## src/ptrs_pkg.sv

```systemverilog
// Package for the pulse trigger rearm supervisor: field widths, register
// indexes, width unit codes, guard constants and the trigger second function.
// No dependencies.
`default_nettype none
package ptrs_pkg;

  localparam int TICK_W   = 32;
  localparam int SEC_W    = 32;
  localparam int NS_W     = 30;
  localparam int CNT_W    = 14;
  localparam int UNIT_W   = 2;
  localparam int TMO_W    = 16;
  localparam int OFS_W    = 8;
  localparam int EN_W     = 2;
  localparam int GUARD_W  = 15;
  localparam int CFG_IDX_W  = 3;
  localparam int CFG_DATA_W = 16;

  // register indexes
  localparam logic [CFG_IDX_W-1:0] REG_REARM_TIMEOUT  = 3'd0;
  localparam logic [CFG_IDX_W-1:0] REG_RESTART_GUARD  = 3'd1;
  localparam logic [CFG_IDX_W-1:0] REG_CHANNEL_ENABLE = 3'd2;
  localparam logic [CFG_IDX_W-1:0] REG_WIDTH_COUNT_A  = 3'd3;
  localparam logic [CFG_IDX_W-1:0] REG_WIDTH_UNIT_A   = 3'd4;
  localparam logic [CFG_IDX_W-1:0] REG_WIDTH_COUNT_B  = 3'd5;
  localparam logic [CFG_IDX_W-1:0] REG_WIDTH_UNIT_B   = 3'd6;
  localparam logic [CFG_IDX_W-1:0] REG_SECOND_OFFSET  = 3'd7;

  // register reset values
  localparam logic [TMO_W-1:0]  RST_REARM_TIMEOUT = 16'd2000;
  localparam logic [TMO_W-1:0]  RST_RESTART_GUARD = 16'd3000;
  localparam logic [EN_W-1:0]   RST_CHANNEL_EN    = 2'd1;
  localparam logic [CNT_W-1:0]  RST_WIDTH_COUNT   = 14'd2;
  localparam logic [UNIT_W-1:0] RST_WIDTH_UNIT    = 2'd2;
  localparam logic [OFS_W-1:0]  RST_SECOND_OFFSET = 8'd1;

  // width unit codes
  localparam logic [UNIT_W-1:0] UNIT_120NS  = 2'd0;
  localparam logic [UNIT_W-1:0] UNIT_1US    = 2'd1;
  localparam logic [UNIT_W-1:0] UNIT_1MS    = 2'd2;
  localparam logic [UNIT_W-1:0] UNIT_1US_B  = 2'd3;

  // op codes
  localparam logic OP_TICK  = 1'b0;
  localparam logic OP_START = 1'b1;

  // 120 ns units: count*120 fits in 1 ms up to this count, else 2 ms
  localparam logic [CNT_W-1:0] CNT_120NS_ONE_MS = 14'd8333;
  // ceil(us/1000) via reciprocal: floor(x/1000) = (x*RECIP_1000) >> RECIP_SHIFT
  localparam int US_X_W      = 15;
  localparam int RECIP_SHIFT = 24;
  localparam logic [US_X_W-1:0] RECIP_1000 = 15'd16778;
  localparam logic [US_X_W-1:0] US_ROUND   = 15'd999;

  localparam logic [NS_W-1:0] HALF_SECOND_NS = 30'd500000000;

  function automatic logic [SEC_W-1:0] trig_sec(input logic [SEC_W-1:0] sec,
                                                input logic [NS_W-1:0] ns,
                                                input logic [OFS_W-1:0] ofs);
    logic [SEC_W-1:0] t;
    t = sec + {{(SEC_W-OFS_W){1'b0}}, ofs};
    if (ns >= HALF_SECOND_NS) begin
      t = t + 32'd1;
    end
    return t;
  endfunction

endpackage
`default_nettype wire

```

## src/ptrs_in_if.sv

```systemverilog
// Input channel interface: valid/ready handshake plus the tick item payload.
// Depends on ptrs_pkg for field widths.
`default_nettype none
interface ptrs_in_if;
  logic                        valid;
  logic                        ready;
  logic                        op;
  logic [ptrs_pkg::TICK_W-1:0] tick_ms;
  logic                        clock_restarted;
  logic                        done_a;
  logic                        done_b;
  logic [ptrs_pkg::SEC_W-1:0]  ptp_seconds;
  logic [ptrs_pkg::NS_W-1:0]   ptp_nanos;

  modport source (output valid, op, tick_ms, clock_restarted, done_a, done_b,
                         ptp_seconds, ptp_nanos,
                  input  ready);
  modport sink   (input  valid, op, tick_ms, clock_restarted, done_a, done_b,
                         ptp_seconds, ptp_nanos,
                  output ready);
endinterface
`default_nettype wire

```

## src/ptrs_out_if.sv

```systemverilog
// Result channel interface: valid/ready handshake plus clear/arm payload.
// Depends on ptrs_pkg for field widths.
`default_nettype none
interface ptrs_out_if;
  logic                       valid;
  logic                       ready;
  logic                       clear_a;
  logic                       clear_b;
  logic                       arm_a;
  logic                       arm_b;
  logic [ptrs_pkg::SEC_W-1:0] trigger_sec_a;
  logic [ptrs_pkg::SEC_W-1:0] trigger_sec_b;

  modport source (output valid, clear_a, clear_b, arm_a, arm_b,
                         trigger_sec_a, trigger_sec_b,
                  input  ready);
  modport sink   (input  valid, clear_a, clear_b, arm_a, arm_b,
                         trigger_sec_a, trigger_sec_b,
                  output ready);
endinterface
`default_nettype wire

```

## src/ptrs_guard.sv

```systemverilog
// Pending guard length: asserted pulse width rounded up to whole ms, plus 1.
// Depends on ptrs_pkg.
`default_nettype none
module ptrs_guard (
  input  wire logic [ptrs_pkg::CNT_W-1:0]   width_count,
  input  wire logic [ptrs_pkg::UNIT_W-1:0]  width_unit,
  output logic      [ptrs_pkg::GUARD_W-1:0] hold_ms
);
  import ptrs_pkg::*;

  logic [CNT_W-1:0]    cnt;
  logic [US_X_W-1:0]   us_x;
  logic [2*US_X_W-1:0] us_prod;
  logic [GUARD_W-1:0]  ms;

  assign cnt     = (width_count == '0) ? {{(CNT_W-1){1'b0}}, 1'b1} : width_count;
  assign us_x    = {1'b0, cnt} + US_ROUND;
  assign us_prod = us_x * RECIP_1000;

  always_comb begin
    unique case (width_unit)
      UNIT_1MS:             ms = {1'b0, cnt};
      UNIT_1US, UNIT_1US_B: ms = {{(GUARD_W-(2*US_X_W-RECIP_SHIFT)){1'b0}},
                                  us_prod[2*US_X_W-1:RECIP_SHIFT]};
      default:              ms = (cnt > CNT_120NS_ONE_MS) ? 15'd2 : 15'd1;
    endcase
  end

  assign hold_ms = ms + 15'd1;

endmodule
`default_nettype wire

```

## src/pulse_trigger_rearm_supervisor_core.sv

```systemverilog
// Pulse trigger rearm supervisor, top level: config registers, input register,
// per-tick decision logic and result register. Depends on ptrs_pkg,
// ptrs_in_if, ptrs_out_if and ptrs_guard.
// Each input passes the input register, then the result register, to out_ch.
// Throughput: one transaction per cycle while out_ch is ready; both registers
// form a two-stage pipeline, so input is taken while a result waits.
// Reset (rst_n low, synchronous): config registers return to their defaults,
// supervisor state and both valid bits clear. No clearing pass is needed.
`default_nettype none
module pulse_trigger_rearm_supervisor_core (
  input  wire logic                            clk,
  input  wire logic                            rst_n,
  ptrs_in_if.sink                              in_ch,
  ptrs_out_if.source                           out_ch,
  input  wire logic                            cfg_we,
  input  wire logic [ptrs_pkg::CFG_IDX_W-1:0]  cfg_index,
  input  wire logic [ptrs_pkg::CFG_DATA_W-1:0] cfg_wdata
);
  import ptrs_pkg::*;

  // ---------------------------------------------------------------------
  // Configuration registers
  // ---------------------------------------------------------------------
  logic [TMO_W-1:0]  rearm_timeout_r;
  logic [TMO_W-1:0]  restart_guard_r;
  logic [EN_W-1:0]   chan_en_r;
  logic [CNT_W-1:0]  width_count_a_r;
  logic [UNIT_W-1:0] width_unit_a_r;
  logic [CNT_W-1:0]  width_count_b_r;
  logic [UNIT_W-1:0] width_unit_b_r;
  logic [OFS_W-1:0]  second_offset_r;

  always_ff @(posedge clk) begin
    if (!rst_n) begin
      rearm_timeout_r <= RST_REARM_TIMEOUT;
      restart_guard_r <= RST_RESTART_GUARD;
      chan_en_r       <= RST_CHANNEL_EN;
      width_count_a_r <= RST_WIDTH_COUNT;
      width_unit_a_r  <= RST_WIDTH_UNIT;
      width_count_b_r <= RST_WIDTH_COUNT;
      width_unit_b_r  <= RST_WIDTH_UNIT;
      second_offset_r <= RST_SECOND_OFFSET;
    end else if (cfg_we) begin
      unique case (cfg_index)
        REG_REARM_TIMEOUT:  rearm_timeout_r <= cfg_wdata;
        REG_RESTART_GUARD:  restart_guard_r <= cfg_wdata;
        REG_CHANNEL_ENABLE: chan_en_r       <= cfg_wdata[EN_W-1:0];
        REG_WIDTH_COUNT_A:  width_count_a_r <= cfg_wdata[CNT_W-1:0];
        REG_WIDTH_UNIT_A:   width_unit_a_r  <= cfg_wdata[UNIT_W-1:0];
        REG_WIDTH_COUNT_B:  width_count_b_r <= cfg_wdata[CNT_W-1:0];
        REG_WIDTH_UNIT_B:   width_unit_b_r  <= cfg_wdata[UNIT_W-1:0];
        REG_SECOND_OFFSET:  second_offset_r <= cfg_wdata[OFS_W-1:0];
        default: ;
      endcase
    end
  end

  // ---------------------------------------------------------------------
  // Pipeline control: stage 1 = input register, stage 2 = result register
  // ---------------------------------------------------------------------
  logic s1_valid_r;
  logic out_valid_r;
  logic advance;

  assign advance     = s1_valid_r && (!out_valid_r || out_ch.ready);
  assign in_ch.ready = !s1_valid_r || advance;

  always_ff @(posedge clk) begin
    if (!rst_n) begin
      s1_valid_r  <= 1'b0;
      out_valid_r <= 1'b0;
    end else begin
      if (in_ch.ready) begin
        s1_valid_r <= in_ch.valid;
      end
      if (advance) begin
        out_valid_r <= 1'b1;
      end else if (out_ch.ready) begin
        out_valid_r <= 1'b0;
      end
    end
  end

  // input register payload
  logic              op_r;
  logic [TICK_W-1:0] tick_r;
  logic              restarted_r;
  logic              done_a_r;
  logic              done_b_r;
  logic [SEC_W-1:0]  sec_r;
  logic [NS_W-1:0]   ns_r;

  always_ff @(posedge clk) begin
    if (in_ch.valid && in_ch.ready) begin
      op_r        <= in_ch.op;
      tick_r      <= in_ch.tick_ms;
      restarted_r <= in_ch.clock_restarted;
      done_a_r    <= in_ch.done_a;
      done_b_r    <= in_ch.done_b;
      sec_r       <= in_ch.ptp_seconds;
      ns_r        <= in_ch.ptp_nanos;
    end
  end

  // ---------------------------------------------------------------------
  // Supervisor state
  // ---------------------------------------------------------------------
  logic              started_r,   started_nxt;
  logic              pending_a_r, pending_a_nxt;
  logic              pending_b_r, pending_b_nxt;
  logic [TICK_W-1:0] done_time_a_r, done_time_a_nxt;
  logic [TICK_W-1:0] done_time_b_r, done_time_b_nxt;
  logic [TICK_W-1:0] arm_time_a_r,  arm_time_a_nxt;
  logic [TICK_W-1:0] arm_time_b_r,  arm_time_b_nxt;
  logic [TICK_W-1:0] restart_time_r, restart_time_nxt;

  // guard lengths straight from the width config
  logic [GUARD_W-1:0] guard_a;
  logic [GUARD_W-1:0] guard_b;

  ptrs_guard u_guard_a (
    .width_count (width_count_a_r),
    .width_unit  (width_unit_a_r),
    .hold_ms     (guard_a)
  );

  ptrs_guard u_guard_b (
    .width_count (width_count_b_r),
    .width_unit  (width_unit_b_r),
    .hold_ms     (guard_b)
  );

  // ---------------------------------------------------------------------
  // Per-tick decision logic
  // ---------------------------------------------------------------------
  logic [SEC_W-1:0]  tsec_now;
  logic              restart_ok;
  logic              clr_a, clr_b, arm_a, arm_b;
  logic              pend_a1, pend_b1;   // pending after done-flag check
  logic [TICK_W-1:0] dt_a, dt_b;         // effective done time
  logic              fire_a, fire_b;     // guard ended
  logic              tmo_a, tmo_b;       // timeout rearm

  assign tsec_now   = trig_sec(sec_r, ns_r, second_offset_r);
  assign restart_ok = (tick_r - restart_time_r) >= {{(TICK_W-TMO_W){1'b0}}, restart_guard_r};

  always_comb begin
    // channel A
    pend_a1 = pending_a_r || done_a_r;
    dt_a    = pending_a_r ? done_time_a_r : tick_r;
    fire_a  = pend_a1 && ((tick_r - dt_a) >= {{(TICK_W-GUARD_W){1'b0}}, guard_a});
    tmo_a   = !(pend_a1 && !fire_a) && !fire_a && restart_ok &&
              ((tick_r - arm_time_a_r) >= {{(TICK_W-TMO_W){1'b0}}, rearm_timeout_r});
    // channel B
    pend_b1 = pending_b_r || done_b_r;
    dt_b    = pending_b_r ? done_time_b_r : tick_r;
    fire_b  = pend_b1 && ((tick_r - dt_b) >= {{(TICK_W-GUARD_W){1'b0}}, guard_b});
    tmo_b   = !(pend_b1 && !fire_b) && !fire_b && restart_ok &&
              ((tick_r - arm_time_b_r) >= {{(TICK_W-TMO_W){1'b0}}, rearm_timeout_r});
  end

  always_comb begin
    started_nxt      = started_r;
    pending_a_nxt    = pending_a_r;
    pending_b_nxt    = pending_b_r;
    done_time_a_nxt  = done_time_a_r;
    done_time_b_nxt  = done_time_b_r;
    arm_time_a_nxt   = arm_time_a_r;
    arm_time_b_nxt   = arm_time_b_r;
    restart_time_nxt = restart_time_r;
    clr_a = 1'b0;
    clr_b = 1'b0;
    arm_a = 1'b0;
    arm_b = 1'b0;

    priority if (op_r == OP_START) begin
      // start: arm each enabled channel with timer base zero, flags ignored
      started_nxt = 1'b1;
      if (chan_en_r[0]) begin
        arm_a          = 1'b1;
        arm_time_a_nxt = '0;
        pending_a_nxt  = 1'b0;
      end
      if (chan_en_r[1]) begin
        arm_b          = 1'b1;
        arm_time_b_nxt = '0;
        pending_b_nxt  = 1'b0;
      end
    end else if (!started_r) begin
      // tick before start: nothing changes
    end else if (restarted_r) begin
      restart_time_nxt = tick_r;
      if (chan_en_r[0]) begin
        pending_a_nxt  = 1'b0;
        arm_time_a_nxt = tick_r;
      end
      if (chan_en_r[1]) begin
        pending_b_nxt  = 1'b0;
        arm_time_b_nxt = tick_r;
      end
    end else begin
      if (chan_en_r[0]) begin
        done_time_a_nxt = dt_a;
        pending_a_nxt   = pend_a1 && !fire_a;
        clr_a           = fire_a;
        arm_a           = fire_a || tmo_a;
        if (arm_a) begin
          arm_time_a_nxt = tick_r;
          pending_a_nxt  = 1'b0;
        end
      end
      if (chan_en_r[1]) begin
        done_time_b_nxt = dt_b;
        pending_b_nxt   = pend_b1 && !fire_b;
        clr_b           = fire_b;
        arm_b           = fire_b || tmo_b;
        if (arm_b) begin
          arm_time_b_nxt = tick_r;
          pending_b_nxt  = 1'b0;
        end
      end
    end
  end

  always_ff @(posedge clk) begin
    if (!rst_n) begin
      started_r      <= 1'b0;
      pending_a_r    <= 1'b0;
      pending_b_r    <= 1'b0;
      done_time_a_r  <= '0;
      done_time_b_r  <= '0;
      arm_time_a_r   <= '0;
      arm_time_b_r   <= '0;
      restart_time_r <= '0;
    end else if (advance) begin
      started_r      <= started_nxt;
      pending_a_r    <= pending_a_nxt;
      pending_b_r    <= pending_b_nxt;
      done_time_a_r  <= done_time_a_nxt;
      done_time_b_r  <= done_time_b_nxt;
      arm_time_a_r   <= arm_time_a_nxt;
      arm_time_b_r   <= arm_time_b_nxt;
      restart_time_r <= restart_time_nxt;
    end
  end

  // ---------------------------------------------------------------------
  // Result register
  // ---------------------------------------------------------------------
  logic             clear_a_r, clear_b_r, arm_a_r, arm_b_r;
  logic [SEC_W-1:0] tsec_a_r, tsec_b_r;

  always_ff @(posedge clk) begin
    if (advance) begin
      clear_a_r <= clr_a;
      clear_b_r <= clr_b;
      arm_a_r   <= arm_a;
      arm_b_r   <= arm_b;
      // trigger second reads zero on an idle channel
      tsec_a_r  <= arm_a ? tsec_now : '0;
      tsec_b_r  <= arm_b ? tsec_now : '0;
    end
  end

  assign out_ch.valid         = out_valid_r;
  assign out_ch.clear_a       = clear_a_r;
  assign out_ch.clear_b       = clear_b_r;
  assign out_ch.arm_a         = arm_a_r;
  assign out_ch.arm_b         = arm_b_r;
  assign out_ch.trigger_sec_a = tsec_a_r;
  assign out_ch.trigger_sec_b = tsec_b_r;

  // ---------------------------------------------------------------------
  // Assertions
  // ---------------------------------------------------------------------
  a_clear_needs_arm: assert property (@(posedge clk) disable iff (!rst_n)
    out_valid_r |-> ((!clear_a_r || arm_a_r) && (!clear_b_r || arm_b_r)))
    else $error("clear request without rearm");

  a_idle_sec_zero: assert property (@(posedge clk) disable iff (!rst_n)
    out_valid_r |-> ((arm_a_r || tsec_a_r == '0) && (arm_b_r || tsec_b_r == '0)))
    else $error("trigger second nonzero on unarmed channel");

  a_start_clears_pending: assert property (@(posedge clk) disable iff (!rst_n)
    ($past(rst_n) && $past(advance && op_r == OP_START && chan_en_r[0]))
      |-> (!pending_a_r && started_r))
    else $error("start left channel A pending");

  a_result_from_pipe: assert property (@(posedge clk) disable iff (!rst_n)
    ($past(rst_n) && $rose(out_valid_r)) |-> $past(advance))
    else $error("result transaction appeared without a processed input");

endmodule
`default_nettype wire

```

## src/flat_wrapper.sv

```systemverilog
// flat-port wrapper written by rule: the top's interface ports become plain ports
module pulse_trigger_rearm_supervisor_core_flat import ptrs_pkg::*;
  (clk, rst_n, cfg_we, cfg_index, cfg_wdata, in_ch_valid, in_ch_op, in_ch_tick_ms, in_ch_clock_restarted, in_ch_done_a, in_ch_done_b, in_ch_ptp_seconds, in_ch_ptp_nanos, in_ch_ready, out_ch_valid, out_ch_clear_a, out_ch_clear_b, out_ch_arm_a, out_ch_arm_b, out_ch_trigger_sec_a, out_ch_trigger_sec_b, out_ch_ready);
  ptrs_in_if in_ch_i ();
  ptrs_out_if out_ch_i ();
  input  wire logic clk;
  input  wire logic rst_n;
  input  wire logic cfg_we;
  input  wire logic [ptrs_pkg::CFG_IDX_W-1:0] cfg_index;
  input  wire logic [ptrs_pkg::CFG_DATA_W-1:0] cfg_wdata;
  input wire logic [$bits(in_ch_i.valid)-1:0] in_ch_valid;
  input wire logic [$bits(in_ch_i.op)-1:0] in_ch_op;
  input wire logic [$bits(in_ch_i.tick_ms)-1:0] in_ch_tick_ms;
  input wire logic [$bits(in_ch_i.clock_restarted)-1:0] in_ch_clock_restarted;
  input wire logic [$bits(in_ch_i.done_a)-1:0] in_ch_done_a;
  input wire logic [$bits(in_ch_i.done_b)-1:0] in_ch_done_b;
  input wire logic [$bits(in_ch_i.ptp_seconds)-1:0] in_ch_ptp_seconds;
  input wire logic [$bits(in_ch_i.ptp_nanos)-1:0] in_ch_ptp_nanos;
  output wire logic [$bits(in_ch_i.ready)-1:0] in_ch_ready;
  output wire logic [$bits(out_ch_i.valid)-1:0] out_ch_valid;
  output wire logic [$bits(out_ch_i.clear_a)-1:0] out_ch_clear_a;
  output wire logic [$bits(out_ch_i.clear_b)-1:0] out_ch_clear_b;
  output wire logic [$bits(out_ch_i.arm_a)-1:0] out_ch_arm_a;
  output wire logic [$bits(out_ch_i.arm_b)-1:0] out_ch_arm_b;
  output wire logic [$bits(out_ch_i.trigger_sec_a)-1:0] out_ch_trigger_sec_a;
  output wire logic [$bits(out_ch_i.trigger_sec_b)-1:0] out_ch_trigger_sec_b;
  input wire logic [$bits(out_ch_i.ready)-1:0] out_ch_ready;
  assign in_ch_i.valid = in_ch_valid;
  assign in_ch_i.op = in_ch_op;
  assign in_ch_i.tick_ms = in_ch_tick_ms;
  assign in_ch_i.clock_restarted = in_ch_clock_restarted;
  assign in_ch_i.done_a = in_ch_done_a;
  assign in_ch_i.done_b = in_ch_done_b;
  assign in_ch_i.ptp_seconds = in_ch_ptp_seconds;
  assign in_ch_i.ptp_nanos = in_ch_ptp_nanos;
  assign in_ch_ready = in_ch_i.ready;
  assign out_ch_valid = out_ch_i.valid;
  assign out_ch_clear_a = out_ch_i.clear_a;
  assign out_ch_clear_b = out_ch_i.clear_b;
  assign out_ch_arm_a = out_ch_i.arm_a;
  assign out_ch_arm_b = out_ch_i.arm_b;
  assign out_ch_trigger_sec_a = out_ch_i.trigger_sec_a;
  assign out_ch_trigger_sec_b = out_ch_i.trigger_sec_b;
  assign out_ch_i.ready = out_ch_ready;
  pulse_trigger_rearm_supervisor_core u_core (.clk(clk), .rst_n(rst_n), .in_ch(in_ch_i), .out_ch(out_ch_i), .cfg_we(cfg_we), .cfg_index(cfg_index), .cfg_wdata(cfg_wdata));
endmodule
```

## config.mk

```make
export PLATFORM = sky130hd
export DESIGN_NAME = pulse_trigger_rearm_supervisor_core_flat
export DESIGN_NICKNAME = d
export VERILOG_FILES = /design/src/ptrs_pkg.sv /design/src/ptrs_in_if.sv /design/src/ptrs_out_if.sv /design/src/ptrs_guard.sv /design/src/pulse_trigger_rearm_supervisor_core.sv /design/src/flat_wrapper.sv
export SDC_FILE = /design/constraint.sdc
export NUM_CORES = 1
export LEC_CHECK = 0
export BUFFER_PORTS_ARGS = -buffer_cell sky130_fd_sc_hd__clkbuf_2
export CORE_ASPECT_RATIO = 0.5
export CORE_MARGIN = 2
export CORE_UTILIZATION = 55
export CTS_BUF_LIST = sky130_fd_sc_hd__clkbuf_16
export CTS_CLUSTER_SIZE = 8
export DETAILED_ROUTE_END_ITERATION = 16
export PLACE_DENSITY = 0.71
export REMOVE_ABC_BUFFERS = 1
export SYNTH_ARGS = -nofsm -noshare
export SYNTH_HDL_FRONTEND = slang
export SYNTH_HIERARCHICAL = 1
export SYNTH_SLANG_ARGS = --single-unit
```

## constraint.sdc

```tcl
create_clock -name clk -period 11.2 [get_ports clk]
set_input_delay 0.56 -clock clk [delete_from_list [all_inputs] [get_ports clk]]
set_output_delay 0.56 -clock clk [all_outputs]
set_load 0.02 [all_outputs]
```

==> metrics list, run 1 <==
* Status: completed
* Peak supply drop: 0.110 mV
- Synth cell types: 123
- The slowest stage of the critical path belongs to the cell or4_1.
- Via-to-Cell Ratio: 6.17
- The first global-routing pass estimated 163000 um of wire.
- Max Fanout on Critical Path: 12
- Counting flops with a built-in enable in the synthesized netlist gives 158.
- Most used cell, CP: ha_1
- Type of the worst min-delay path: in -> reg
- The die covers 66500 um^2.
- The floorplan step defined a core boundary enclosing 63400 um^2.
- Post-layout util: 61.5%
* Share of final-layout standard cells stronger than drive strength 1: 10.3%
- At the end of routability-driven placement, the weighted congestion stood at 1.00.
- Setup repair after global routing left no endpoint under its margin.
- The analysis attributes to cell leakage a power of 17.0 nW.
* Pin slew with the least headroom to its limit: 1.32 ns
- The internal power of the cells totals 3.07 mW.
* Placed standard-cell area: 37200 um^2
- After detailed routing, the number of remaining DRC violations is 0.
- Category of cells accounting for the largest share of critical-path delay: simple AND/OR/NAND/NOR gates
- Combinational logic is responsible for 32.7% of the overall power.
* Die span in y: 183 um
* Setup Slack @ Placement: 0.0736 ns
- Nature of the critical path startpoint: flop
- Instance count of the mapped netlist: 4151
- Share of Yosys cell area claimed by the top area cell type: 15.9%
- For this run, the slowest stage of the critical path takes 0.61 ns.
- X dimension of the die: 363 um
- In this run switching power makes up 34.8% of total power.
- H-tree depth: 2
- Final WL: 104000 um
- Cell area power density: 121 nW/um^2
- In this run the most critical hold path is launched from in_ch_tick_ms[6].
- Worst Path Required: 11.73 ns
- Top Ports: 192
- In this run the remaining antenna-violating nets after routing total 0.
* Register-to-Register Path Depth: 45
- Critical Path Sink Type: flop
* Worst Hold Path Cells: 1
- Main synth FF type: dfxtp_1
* Global routing met2 resource utilization: 50.1%
- Met3 global-route usage: 4.10%
- The setup check on the worst reg-to-reg path leaves a slack of 0.56 ns.
* CTS hold repair buffers: 0
* Post-Syn Area per Cell: 8.53 um^2
- Buffers and inverters on the worst path: 8
- Portion of the post-synthesis area used by sequential elements: 26.9%
* Area of all placed cells without fillers: 39000 um^2
- Number of buffers created by CTS: 56
- Number of cells after detailed placement: 5073
* Top Usage Layer GRT: met2
- Across the run, the number of max-cap violations was 0.
- The finished layout holds 5173 standard cells, fillers aside.
- Compared with the post-synthesis result, the final layout area differs by 10.0%.
- After clock tree synthesis, the clock-pin slew on the worst setup and hold paths is 0.06 ns.
* Clock power frac: 33.4%
- Via count: 31919
- The worst register-to-register path begins at u_core/width_count_a_r[5]$_SDFFE_PN0P_.
* DRC marker count from the first detailed-route iteration: 2995
- Max-slew violation count: 0
- Tot Pwr: 4.70 mW
- Total standard cell area after synthesis: 35400 um^2
- Setup violations remaining at the end of the flow were counted as 0.
- Global router's overall resource usage: 30.6%
- WL/cell: 20.1 um
- Clock root buffer master: clkbuf_16
* Crit path setup slack, layout: 0.563 ns
- Clock tree from TritonCTS: built
* Initial Util: 55.9%
- Across all hold checks on the routed design, the worst slack comes to 0.0997 ns.
- The worst setup path is of the reg -> reg kind.
- Top cells by area in the synthesized netlist: ha_1 (16%), dfxtp_1 (14%), edfxtp_1 (13%), nand2_1 (6.4%), a21oi_1 (4.2%)
* Signal arrival time at the worst endpoint: 11.17 ns
- Part of the power in registers: 33.9%
- First-pass iteration count of the detailed router: 6
- Yosys printed 6 warnings.
- The final layout contains 4928 nets.
- DP HPWL: 79800 um
* Antenna violations before repair: 4
- Largest net degree at the start of global routing: 114
- Met1 GRT Util: 42.7%
* Number of global-route vias before repair: 30243
* Dominant cell type by area after synthesis: ha_1
* Clock Sinks: 397
- For this design the total switching power over the nets is 1.64 mW.
- Counting along the longest clock path gives a buffer depth of 3.
- After floorplanning, the core was divided into 65 placement rows.
* Number of input and output port buffers inserted: 183
* Fraction of registers with async set or reset after synthesis: 0%
- Synthesis inferred 397 register bits.
- Post-route fraction of the period consumed by the critical path: 95.0%
- The clock reaches the later pin of the worst-skew pair after 0.64 ns.
- Hold Fails Final Rpt: 0
* Minimum period implied by the final worst setup slack: 10.64 ns
- The endpoint identified for the worst register-to-register timing path is u_core/arm_time_a_r[6]$_SDFFE_PN0P_.
- Total overflow reported by the global router: 0
- Setup total negative slack on the finished layout was measured at 0 ns.
- For hold timing, the worst endpoint is u_core/tick_r[6]$_DFFE_PP_.
- Headroom to the max-slew limit came out at 12.0%.
- Derived from the worst setup path, the maximum achievable clock frequency is 94.0 MHz.
- Clock skew on the completed layout was measured at 0.0343 ns.
[Yosys cell counts (11+ instances only)]
library cell  count
nor3_1           57
o22ai_1          11
inv_1           314
o2111ai_1        23
a211oi_1         33
a21boi_0         98
nand2_1         603
dfxtp_1         239
clkbuf_1        124
a21oi_1         299
nor2b_1          58
a2111oi_0        14
o31ai_1          28
or2_2            17
or3_1            33
o21ai_0         152
o21a_1           52
a211o_1          13
mux2i_1         141
and2_1           26
nand2b_1         32
xnor2_1          98
xor2_1           75
o211ai_1         46
nand3_1         129
nor2_1          177
or4_1            19
nand4_1          81
and3_1           32
o211a_1          66
nor4_1           32
buf_2            27
ha_1            450
o21bai_1         18
a21o_1           67
a31oi_1          35
edfxtp_1        158
fa_1             54
[cells by family after synthesis]
group           count (synthesis)  synth area share (%)
fa+ha+maj                     505                  19.0
xor+xnor                      174                  4.33
mux                           151                  4.31
flops                         397                  26.9
buf+inv                       488                  5.67
compound gates               1070                  21.1
simple gates                 1366                  18.7
[layout by cell type, fill, tap and decap left out, types with 54 or more instances in the layout]
| cell | synthesis | final |
|---|---|---|
| xor2_1 | 75 | 74 |
| buf_4 | 3 | 79 |
| clkbuf_2 | 1 | 182 |
| nor2_1 | 177 | 175 |
| a21oi_1 | 299 | 295 |
| nor2b_1 | 58 | 57 |
| nand2_1 | 603 | 603 |
| fa_1 | 54 | 54 |
| inv_1 | 314 | 341 |
| nand3_1 | 129 | 129 |
| nand4_1 | 81 | 81 |
| o21ai_0 | 152 | 150 |
| edfxtp_1 | 158 | 158 |
| mux2i_1 | 141 | 141 |
| nor3_1 | 57 | 54 |
| xnor2_1 | 98 | 97 |
| clkbuf_16 | 0 | 58 |
| a21boi_0 | 98 | 98 |
| o211a_1 | 66 | 66 |
| dfxtp_1 | 239 | 236 |
| ha_1 | 450 | 449 |
| a21o_1 | 67 | 67 |
[registers in the layout, summed over array words and instances (netlist names), 2 cells and up]
register	count
u_core/width_unit_b_r	2
u_core/width_count_b_r	14
u_core/width_unit_a_r	2
u_core/arm_time_b_r	32
u_core/out_ch.trigger_sec_b	32
u_core/done_time_b_r	32
u_core/out_ch.trigger_sec_a	32
u_core/second_offset_r	8
u_core/done_time_a_r	32
u_core/restart_time_r	32
u_core/rearm_timeout_r	16
u_core/width_count_a_r	14
u_core/restart_guard_r	16
u_core/sec_r	32
u_core/arm_time_a_r	32
u_core/ns_r	22
u_core/tick_r	32
u_core/chan_en_r	2
[how the worst max path moves through the flow]
stage	start	end	cells after the start	slack, ns
2_1_floorplan	u_core/width_count_b_r[5]$_SDFFE_PN0P_	u_core/arm_time_b_r[0]$_SDFFE_PN0P_	37	0.37
3_3_place_gp	u_core/width_count_b_r[12]$_SDFFE_PN0P_	u_core/out_ch.trigger_sec_b[14]$_SDFFCE_PN0P_	39	0.31
3_5_place_dp	u_core/width_count_a_r[5]$_SDFFE_PN0P_	u_core/arm_time_a_r[6]$_SDFFE_PN0P_	37	0.07
4_1_cts	u_core/width_count_a_r[8]$_SDFFE_PN0P_	u_core/arm_time_a_r[5]$_SDFFE_PN0P_	37	0.06
5_1_grt	u_core/width_count_a_r[5]$_SDFFE_PN0P_	u_core/arm_time_a_r[20]$_SDFFE_PN0P_	45	0.004
6_report	u_core/width_count_a_r[5]$_SDFFE_PN0P_	u_core/arm_time_a_r[6]$_SDFFE_PN0P_	45	0.56
[power by group through the flow]
stage | Combinational, mW | Sequential (mW) | Clock [mW]
after floorplan | 1.08 | 1.63 | 0
after global placement | 1.46 | 1.62 | 0
after detailed placement | 1.50 | 1.62 | 0
after CTS | 1.52 | 1.59 | 1.60
after global routing | 1.73 | 1.60 | 1.66
final | 1.54 | 1.59 | 1.57
[final cells by class]
cell class	instances	area, um^2
flip-flops and latches	397	9530
repair buffers	267	1620
clock inverters	33	158
fillers	5603	24400
well taps	837	1050
inverters	314	1180
clock buffers	57	1430
diodes	2	5.00
multi-input cells	3266	24000
[worst register-to-register path, delay by kind of cell, from the launching register on]
family | cells | cell delay (ns)
and+or+nand+nor | 13 | 3.13
AOI/OAI and AO/OA | 12 | 2.88
adders and majority gates | 10 | 2.83
buffers and inverters | 8 | 0.86
DFF | 1 | 0.41
muxes | 1 | 0.24
xor gates and xnor gates | 1 | 0.21
[metal layers]
metal  wire [um]  up-vias
met5           0        -
li1            -    15396
met3        7050      142
met1       47800    15296
met4        2180        0
met2       47000     1085
[what timing repair did]
item | 4_1_cts | 5_1_grt
setup endpoints to repair | 0 | 130
resized for setup | 0 | 20
setup buffers | 0 | 7
Note: power is estimated with default switching activity, not from simulation.
==> inputs of run 2 (changes only) <==
--- a/config.mk
+++ b/config.mk
@@ -13,6 +13,7 @@
 export CTS_CLUSTER_SIZE = 8
 export DETAILED_ROUTE_END_ITERATION = 16
 export PLACE_DENSITY = 0.71
+export RECOVER_POWER = 50
 export REMOVE_ABC_BUFFERS = 1
 export SYNTH_ARGS = -nofsm -noshare
 export SYNTH_HDL_FRONTEND = slang
==> metrics list, run 2 (same netlist as run 1, synthesis figures left out) <==
- The fill cell instance count of the final layout came to 5662 (+1.1%).
- Post-Route Hold Slack: 0.0963 ns (-0.00344 ns)
* Via count: 31960 (+0.13%)
- Clock insertion delay at the later pin of the skew report: 0.64 ns (about the same)
- Worst reg-to-reg setup slack: 0.54 ns (-0.02 ns)
* Delay of the slowest cell on the worst path: 0.61 ns (about the same)
- DRC marker count from the first detailed-route iteration: 3099 (+3.5%)
* Global-route wire length before repair: 163000 um (unchanged)
* Fin Clk Skew: 0.0348 ns (+0.000473 ns)
- In this run the critical register-to-register path is captured at u_core/arm_time_a_r[5]$_SDFFE_PN0P_.
- The number of maximum-capacitance violations came to 5 (+5).
- Max Fanout on Critical Path: 12 (unchanged)
* Setup repair after global routing missed its margin: false
- The startpoint identified for the worst register-to-register timing path is u_core/width_count_a_r[5]$_SDFFE_PN0P_.
* Critical Path Sink Type: flop
- Die footprint: 66500 um^2 (unchanged)
- Violations in the final reports: max-capacitance violations, max-slew violations
- TritonCTS built the clock tree.
- The vertical extent of the die was 183 um (unchanged).
* Slowest-stage cell, CP: or4_1
- Leaving out fill and tap cells, the most frequent cells in the layout are nand2_1 (603), ha_1 (449), inv_1 (341), a21oi_1 (295), dfxtp_1 (236).
- Clock root buffer master: clkbuf_16
- The wire length per cell after detailed routing was 20.1 um (+0.14%).
* Post-route fraction of the period consumed by the critical path: 95.2% (+0.19 points)
- The overflow left after global routing came to 0 (unchanged).
- The post-route setup TNS was 0 ns (unchanged).
- The clock period minus worst slack was 10.66 ns (+0.0209 ns).
* Clock slew seen by the registers of the worst setup and hold paths: 0.06 ns (about the same)
* CTS hold repair buffers: 0 (unchanged)
* Number of input and output port buffers inserted: 183 (unchanged)
- Number of buffers created by CTS: 56 (unchanged)
- The internal power is 3.07 mW (about the same).
* Top Ports: 192 (unchanged)
* Number of global-route vias before repair: 30243 (unchanged)
* Std-Cell Rows: 65 (unchanged)
- The number of nets with antenna violations after routing is 0 (unchanged).
- X dimension of the die: 363 um (unchanged)
- Share of final-layout standard cells stronger than drive strength 1: 8.38% (-1.9 points)
* Clock power frac: 33.4% (about the same)
- The number of sinks handled by clock tree synthesis is 397 (unchanged).
* Capturing element of the worst setup path: u_core/arm_time_a_r[5]$_SDFFE_PN0P_
- The sequential cell area is 9530 um^2 (unchanged).
* Clk buf depth: 3 (unchanged)
* Start point of the critical path: u_core/width_count_a_r[5]$_SDFFE_PN0P_
- The combinational cell fraction of total power was 32.7% (about the same).
- Setup Viol. Count Final: 0 (unchanged)
- First-pass iteration count of the detailed router: 6 (unchanged)
* Pin slew with the least headroom to its limit: 4.75 ns (+3.43 ns)
- DRC viols: 0 (unchanged)
- The final-report max-slew violation count was 320 (+320).
- Final weighted congestion of routability-driven global placement: 1.00 (unchanged)
- Worst-case headroom to the max-slew limit: -216% (-230 points)
* Critical path start-end classification: reg -> reg
- Via-to-Cell Ratio: 6.18 (+0.13%)
- Leaving out fill and tap cells, the most frequent cell in the layout is nand2_1.
- Final WL: 104000 um (+0.14%)
* H-tree depth: 2 (unchanged)
- Net count, final: 4928 (unchanged)
- Max Clock Freq: 93.8 MHz (-0.20%)
* Fraction of power spent switching nets: 34.8% (about the same)
* Initial Util: 55.9% (unchanged)
- The flow ran to the end, but the final reports show violations.
* Largest net degree at the start of global routing: 114 (unchanged)
- Register-to-Register Path Depth: 45 (unchanged)
- LEAKAGE: 16.8 nW (-1.5%)
- The net switching power figure is 1.64 mW (about the same).
- Post-synthesis to final-layout area growth: 9.69%
* Cell area power density: 121 nW/um^2 (+0.30%)
- Most used cell, CP: ha_1
- The worst setup path is launched from a flop.
- The initial antenna violation count came to 4 (unchanged).
* DP HPWL: 79800 um (unchanged)
* Signal arrival time at the worst endpoint: 11.19 ns (+0.02 ns)
* Worst Path Required: 11.73 ns (about the same)
* Part of the power in registers: 33.9% (about the same)
- The core box area is 63400 um^2 (unchanged).
- Hold Fails Final Rpt: 0 (unchanged)
- The combined area of the multi-input logic cells came to 24000 um^2 (about the same).
- The path class of the tightest hold or removal check is in -> reg.
* Global router's overall resource usage: 30.6% (unchanged)
- Peak supply drop: 0.108 mV (-1.4%)
-- run 2: stage by stage --
stage / std cells / utilization (%) / power (mW) / setup slack (ns) / area, um^2
finish: 5173 / 61.3 / 4.70 / 0.542 / 38800
global route: 5172 / 61.3 / 4.99 / 0.00354 / 38800
CTS: 5163 / 61.2 / 4.71 / 0.0593 / 38800
detailed placement: 5073 / 58.7 / 3.13 / 0.0736 / 37200
global placement: 5073 / 58.7 / 3.08 / 0.307 / 37200
floorplan: 3977 / - / 2.72 / 0.368 / 34600
-- run 2: worst max-delay path: cells and delay by family, from the launching register on --
kind / cells / cell delay (ns)
buffers and inverters: 8 / 0.87
XOR/XNOR: 1 / 0.21
AO/OA/AOI/OAI: 12 / 2.89
adder cells (fa/ha/maj): 10 / 2.83
multiplexers: 1 / 0.22
flip-flops: 1 / 0.42
AND/OR/NAND/NOR: 13 / 3.10
-- run 2: worst min path at each step --
| stage | from | endpoint | slack, ns | cells after the start |
|---|---|---|---|---|
| after floorplan | u_core/arm_time_a_r[10]$_SDFFE_PN0P_ | u_core/arm_time_a_r[10]$_SDFFE_PN0P_ | 0.44 | 2 |
| after global placement | u_core/arm_time_b_r[9]$_SDFFE_PN0P_ | u_core/arm_time_b_r[9]$_SDFFE_PN0P_ | 0.45 | 2 |
| after detailed placement | u_core/arm_time_b_r[11]$_SDFFE_PN0P_ | u_core/arm_time_b_r[11]$_SDFFE_PN0P_ | 0.45 | 2 |
| after CTS | in_ch_ptp_nanos[29] | u_core/ns_r[29]$_DFFE_PP_ | 0.06 | 1 |
| after global routing | in_ch_ptp_seconds[3] | u_core/sec_r[3]$_DFFE_PP_ | 0.07 | 1 |
| final | in_ch_tick_ms[6] | u_core/tick_r[6]$_DFFE_PP_ | 0.1 | 1 |
-- run 2: power groups by stage --
stage / sequential, mW / clock, mW / combinational, mW
after floorplan: 1.63 / 0 / 1.08
after global placement: 1.62 / 0 / 1.46
after detailed placement: 1.62 / 0 / 1.50
after CTS: 1.59 / 1.60 / 1.52
after global routing: 1.60 / 1.66 / 1.73
final: 1.60 / 1.57 / 1.54
-- run 2: timing repair --
item,in CTS,in global routing
setup endpoints to repair,0,130
gates resized for setup,0,20
setup buffers,0,7
endpoints found under the hold margin,0,0
-- run 2: routing by layer --
layer	vias up	track usage (%)	wire, um
met4	0	7.55	2160
li1	15401	-	-
met5	-	0	0
met1	15360	42.7	47800
met2	1060	50.1	47200
met3	139	4.10	7050
-- run 2: final cells by class --
cell class	instances	share of cell area, %
multi-input combinational	3266	61.8
sequential	397	24.6
timing repair buffer	267	3.87
clock buffer	57	3.67
inverter	314	3.04
tap	837	2.70
clock inverter	33	0.406
antenna	2	0.0129
